$ cat src/rtl/core/vgp_pkg.sv
`timescale 1ns / 1ps
// ----------------------------------------------------------------------------
// vgp_pkg
// Shared widths, register codes, stage payload types and mask helpers of the
// vertical gradient pixel pipeline.
// ----------------------------------------------------------------------------
package vgp_pkg;

   localparam int CHAN_W             = 8;
   localparam int HEIGHT_W           = 13;
   localparam int ROW_W              = 12;
   localparam int SUM_W              = HEIGHT_W + CHAN_W;
   localparam int DIVISOR_W          = HEIGHT_W + CHAN_W - 1;
   localparam int WORD_W             = 32;
   localparam int SHIFT_W            = $clog2(WORD_W);
   localparam int COUNT_W            = $clog2(WORD_W + 1);
   localparam int FRAC_W             = 3;
   localparam int SMALL_W            = 16;
   localparam int CHANNELS           = 3;
   localparam int ADDR_W             = 4;
   localparam int MAX_HEIGHT_DEFAULT = 4096;

   localparam logic [WORD_W-1:0] RED_MASK_RESET   = 32'h00FF_0000;
   localparam logic [WORD_W-1:0] GREEN_MASK_RESET = 32'h0000_FF00;
   localparam logic [WORD_W-1:0] BLUE_MASK_RESET  = 32'h0000_00FF;

   typedef enum logic [1:0] {
      REG_RED   = 2'd0,
      REG_GREEN = 2'd1,
      REG_BLUE  = 2'd2
   } reg_index_type;

   // Division stage payload: one remainder and partial quotient per channel
   typedef struct packed {
      logic [CHANNELS-1:0][SUM_W-1:0]  rem;
      logic [CHANNELS-1:0][CHAN_W-1:0] quot;
      logic [DIVISOR_W-1:0]            divisor;
      logic                            past;
      logic [CHANNELS-1:0][CHAN_W-1:0] bottom;
   } div_type;

   // Scale terms derived from a channel mask.
   // 2^n = 255 * whole + 2^frac, so (v*(2^n-1)+127)/255 =
   // v*whole + (v*(2^frac-1)+127)/255.
   typedef struct packed {
      logic [SHIFT_W-1:0] shift;
      logic [FRAC_W-1:0]  frac;
      logic [WORD_W-1:0]  whole;
   } scale_type;

   function automatic logic [COUNT_W-1:0] count_ones(input logic [WORD_W-1:0] m);
      logic [COUNT_W-1:0] n;
      n = '0;
      for (int i = 0; i < WORD_W; i++) begin
         n = n + COUNT_W'(m[i]);
      end
      return n;
   endfunction

   function automatic logic [SHIFT_W-1:0] lowest_one(input logic [WORD_W-1:0] m);
      logic [SHIFT_W-1:0] s;
      s = '0;
      for (int i = WORD_W - 1; i >= 0; i--) begin
         if (m[i]) begin
            s = SHIFT_W'(i);
         end
      end
      return s;
   endfunction

   function automatic scale_type mask_scale(input logic [WORD_W-1:0] m);
      scale_type          s;
      logic [COUNT_W-1:0] n;
      logic [WORD_W-1:0]  bytes;
      n     = count_ones(m);
      bytes = '0;
      // (2^(8k)-1)/255 is k bytes of 0x01
      for (int i = 0; i < WORD_W / CHAN_W; i++) begin
         if (3'(i) < n[COUNT_W-1:FRAC_W]) begin
            bytes[CHAN_W*i +: CHAN_W] = 8'h01;
         end
      end
      s.frac  = n[FRAC_W-1:0];
      s.whole = bytes << n[FRAC_W-1:0];
      s.shift = lowest_one(m);
      return s;
   endfunction

endpackage

$ cat src/rtl/core/vgp_div_stage.sv
`timescale 1ns / 1ps
// ----------------------------------------------------------------------------
// vgp_div_stage
// One registered step of the restoring divider: two quotient bits for each
// of the three channels, with its own valid bit and backpressure.
// ----------------------------------------------------------------------------
module vgp_div_stage import vgp_pkg::*; (
   input  logic    clock,
   input  logic    reset,
   input  logic    in_valid,
   output logic    in_ready,
   input  div_type in_data,
   output logic    out_valid,
   input  logic    out_ready,
   output div_type out_data
);

   logic                 valid_ff;
   div_type              data_ff;
   div_type              data_in;
   logic [DIVISOR_W-1:0] divisor;

   always_comb begin
      data_in = in_data;
      divisor = in_data.divisor;
      for (int s = 0; s < 2; s++) begin
         for (int c = 0; c < CHANNELS; c++) begin
            if (data_in.rem[c] >= SUM_W'(divisor)) begin
               data_in.rem[c]  = data_in.rem[c] - SUM_W'(divisor);
               data_in.quot[c] = {data_in.quot[c][CHAN_W-2:0], 1'b1};
            end else begin
               data_in.quot[c] = {data_in.quot[c][CHAN_W-2:0], 1'b0};
            end
         end
         divisor = divisor >> 1;
      end
      data_in.divisor = divisor;
   end

   assign in_ready = !valid_ff || out_ready;

   always_ff @(posedge clock) begin
      if (reset) begin
         valid_ff <= 1'b0;
      end else if (in_ready) begin
         valid_ff <= in_valid;
      end
   end

   always_ff @(posedge clock) begin
      if (in_ready && in_valid) begin
         data_ff <= data_in;
      end
   end

   assign out_valid = valid_ff;
   assign out_data  = data_ff;

endmodule
$ cat config.mk
export PLATFORM = sky130hd
export DESIGN_NAME = vgp_div_stage
export DESIGN_NICKNAME = d
export VERILOG_FILES = /design/src/rtl/core/vgp_pkg.sv /design/src/rtl/core/vgp_div_stage.sv
export SDC_FILE = /design/constraint.sdc
export NUM_CORES = 1
export LEC_CHECK = 0
export ABC_AREA = 1
export BUFFER_PORTS_ARGS = -buffer_cell sky130_fd_sc_hd__buf_2
export CAP_MARGIN = 20
export CORE_UTILIZATION = 46
export CTS_CLUSTER_SIZE = 24
export DETAILED_ROUTE_END_ITERATION = 8
export MAX_ROUTING_LAYER = met4
export PLACE_DENSITY = 0.69
export SETUP_SLACK_MARGIN = 0.15
export SLEW_MARGIN = 20
export SYNTH_ARGS = -nofsm -noshare
export SYNTH_HDL_FRONTEND = slang
export SYNTH_SLANG_ARGS = --single-unit
$ cat constraint.sdc
create_clock -name clock -period 16.2 [get_ports clock]
set_clock_uncertainty 0.15 [all_clocks]
set_input_delay 0.81 -clock clock [delete_from_list [all_inputs] [get_ports clock]]
set_output_delay 0.81 -clock clock [all_outputs]
set_load 0.05 [all_outputs]
==> impl_metrics.py <==
metrics = {
    "yosys": {
        "ys_seq_area_frac": 0.313,
        "synthFlopType": "edfxtp_1",
        "synth_edf_count": 130,
        "synth_top_cell_area_share": 0.311,
        "postSynthCellCount": 1709,
        "async_reset_ff_frac": 0,
        "post-synth-top-area-cell": "edfxtp_1",
        "synth_warnings": 0,
        "syn_avg_cell_area_um2": 7.34,
        "netlist-cell-type-count": 47,
        "ys_seq_elements": 131,
        "synth_area_um2": 12500,
        "synth.area.top_cells": "edfxtp_1 (31%), nand2_1 (15%), ha_1 (12%)",
    },
    "routing": {
        "num_vias": 12377,
        "post_drt_via_cell_ratio": 5.34,
        "ant_nets": 0,
        "drt-initial-drc-count": 816,
        "drc": 0,
        "finalWirelength_mm": 38.9,
        "first_pass_iters": 5,
        "wl_per_cell_um": 16.8,
    },
    "sta": {
        "maxSlewViolCount": 0,
        "rsz0062_at_grt": "no",
        "final.min_clock_period_ns": 6.46,
        "setup_viol": 0,
        "relSlewSlack": 0.322,
        "worst_slew_pin_slew_ns": 1.01,
        "hold_violations": 0,
        "max_freq_mhz": 155,
        "setup_tns_ns": 0,
        "whs_ns": 0.379,
        "fin_crit_sh": 0.399,
    },
    "final_layout": {
        "register_area_um2": 3920,
        "multiInputGateArea_um2": 7700,
        "stdcell_area_um2": 14600,
        "area_growth_pct": 16.8,
        "nets": 2220,
        "postLayoutCoreUtil": 0.545,
        "layout-drive-gt1-share": 0.178,
        "fillers": 2684,
    },
    "setup_path": {
        "crit_path_start_kind": "input port",
        "arrival_ns": 6.47,
        "worst_setup_path_end_kind": "register",
        "cp.required_ns": 16.21,
        "crit_type": "input port to register",
        "critPathMaxFanout": 27,
    },
    "run": {
        "cap_violations": 0,
    },
    "global_route": {
        "grt_pass1_wl_mm": 60.0,
        "grt_max_degree": 73,
        "grt_antenna_before_repair": 1,
        "track_usage": 0.284,
        "grt_pass1_vias": 11772,
        "grt_overflow": 0,
    },
    "min_path": {
        "hold_path.class": "input port to register",
    },
    "placement": {
        "place_area_um2": 14100,
        "gp_congestion": 0.983,
        "place_hpwl_mm": 31.0,
        "io_buffers": 261,
    },
    "clocking": {
        "cts_root_buf": "clkbuf_16",
        "cts-resized-gates": 0,
        "cts.hold.buffers_added": 0,
        "clk_pin_slew_ns": 0.07,
        "postCtsSetupBuffers": 0,
        "cts_buffers": 17,
        "cts.path.max_buffers": 2,
        "numClockSinks": 131,
        "ctsHtreeMaxLevel": 4,
        "cts_tree": "yes",
        "clk_latency_ns": 0.43,
    },
    "floorplan": {
        "io_pins": 270,
        "start_util": 0.467,
        "die_w_um": 167,
        "core.rowCount": 60,
        "dieArea_um2": 27900,
        "core_area_um2": 26900,
        "die_h_um": 167,
    },
    "pwr": {
        "power_mw": 1.75,
        "leakagePower_nw": 7.18,
        "power_density_nw_per_um2": 120,
        "peakVddDrop_v": 0.0000604,
    },
    "outcome": {
        "status": "finished clean",
    },
}
## per-stage QoR
stage / worst slack [ns] / instances
2_1_floorplan: 8.28 / 1710
3_3_place_gp: 9.49 / 2283
3_5_place_dp: 9.43 / 2283
4_1_cts: 9.89 / 2315
5_1_grt: 9.31 / 2316
6_report: 9.74 / 2316
## cells in the mapped netlist, types with 7 or more instances
master,count
nand2_1,511
inv_1,179
edfxtp_1,130
a21oi_1,118
nor2_1,118
ha_1,117
nand3_1,116
o21ai_0,77
xnor2_1,49
nand4_1,47
xor2_1,39
o21bai_1,32
o21ai_1,18
buf_2,14
nand2_2,13
nor3_1,13
inv_2,11
nand3b_1,10
a31oi_1,9
buf_4,9
a21o_1,7
## path summary, 6_finish.rpt
check,start,endpoint,slack (ns),cells past startpoint
worst max-delay path,in_data[41],out_data[87],9.74,21
worst min-delay path,reset,out_valid,0.38,2
worst max register to register,out_valid,out_data[86],14.18,2
worst min register to register,out_valid,out_valid,0.40,2
## placed cells by master, fill, tap and decap left out, types with 13 or more instances in the layout
cell	count
nand2_2	13
xnor2_1	49
clkbuf_16	17
o21bai_1	32
nand4_1	47
o21ai_1	18
nor2_1	118
a21oi_1	117
o21ai_0	77
nand2_1	511
inv_1	179
xor2_1	39
nand3_1	116
ha_1	117
nor3_1	13
buf_2	261
edfxtp_1	130
## power by group
| part | leakage [nW] | switching, mW | total, mW | internal, mW |
|---|---|---|---|---|
| Combinational | 5.66 | 0.636 | 0.909 | 0.272 |
| Clock | 0.258 | 0.176 | 0.377 | 0.201 |
| Sequential | 1.27 | 0.0119 | 0.468 | 0.456 |
| Total | 7.18 | 0.824 | 1.75 | 0.930 |
## cells by family (layout without fill, tap and decap cells)
group | Yosys count | after routing | share of synthesized area
AOI/OAI and AO/OA | 280 | 280 | 0.127
xor gates and xnor gates | 88 | 88 | 0.0615
adders and majority gates | 123 | 123 | 0.126
buffers and inverters | 222 | 486 | 0.0741
DFF | 131 | 131 | 0.313
other | 1 | 3 | 0.000299
and+or+nand+nor | 864 | 864 | 0.298
## state kept, by name, indices dropped and copies added (netlist names)
register,count
out_data,130
out_valid,1
## cell type report
type,instances,area share
Tap cell,341,0.0291
Timing Repair Buffer,264,0.0907
Multi-Input combinational cell,1357,0.526
Clock buffer,18,0.0293
Clock inverter,14,0.00837
Antenna cell,1,0.000171
Sequential cell,131,0.268
Inverter,190,0.0487
## worst max-delay path, cell delays in order
cell and delay (ns):
buf_2 0.11, inv_1 0.46, ha_1 0.39, nand2_1 0.09, nand2_1 0.06, o21bai_1 0.19
nand2_1 0.07, nand2_1 0.05, nor2_1 0.21, nand2_4 0.20, inv_2 0.40, o21ai_1 0.17
ha_1 0.36, a21oi_1 0.27, o21ai_0 0.19, a21oi_1 0.18, nand3_1 0.21, nand3_1 0.64
nand4_1 0.94, nand2_1 0.30, nand2_1 0.13
## routing by layer
| layer | track usage | vias up | share of wire |
|---|---|---|---|
| li1 | - | 6275 | - |
| met1 | 0.341 | 5602 | 0.43 |
| met2 | 0.482 | 425 | 0.48 |
| met3 | 0.0373 | 75 | 0.053 |
| met4 | 0.110 | 0 | 0.032 |
| met5 | - | - | 0 |
No activity file was read; power rests on OpenSTA's default activity.
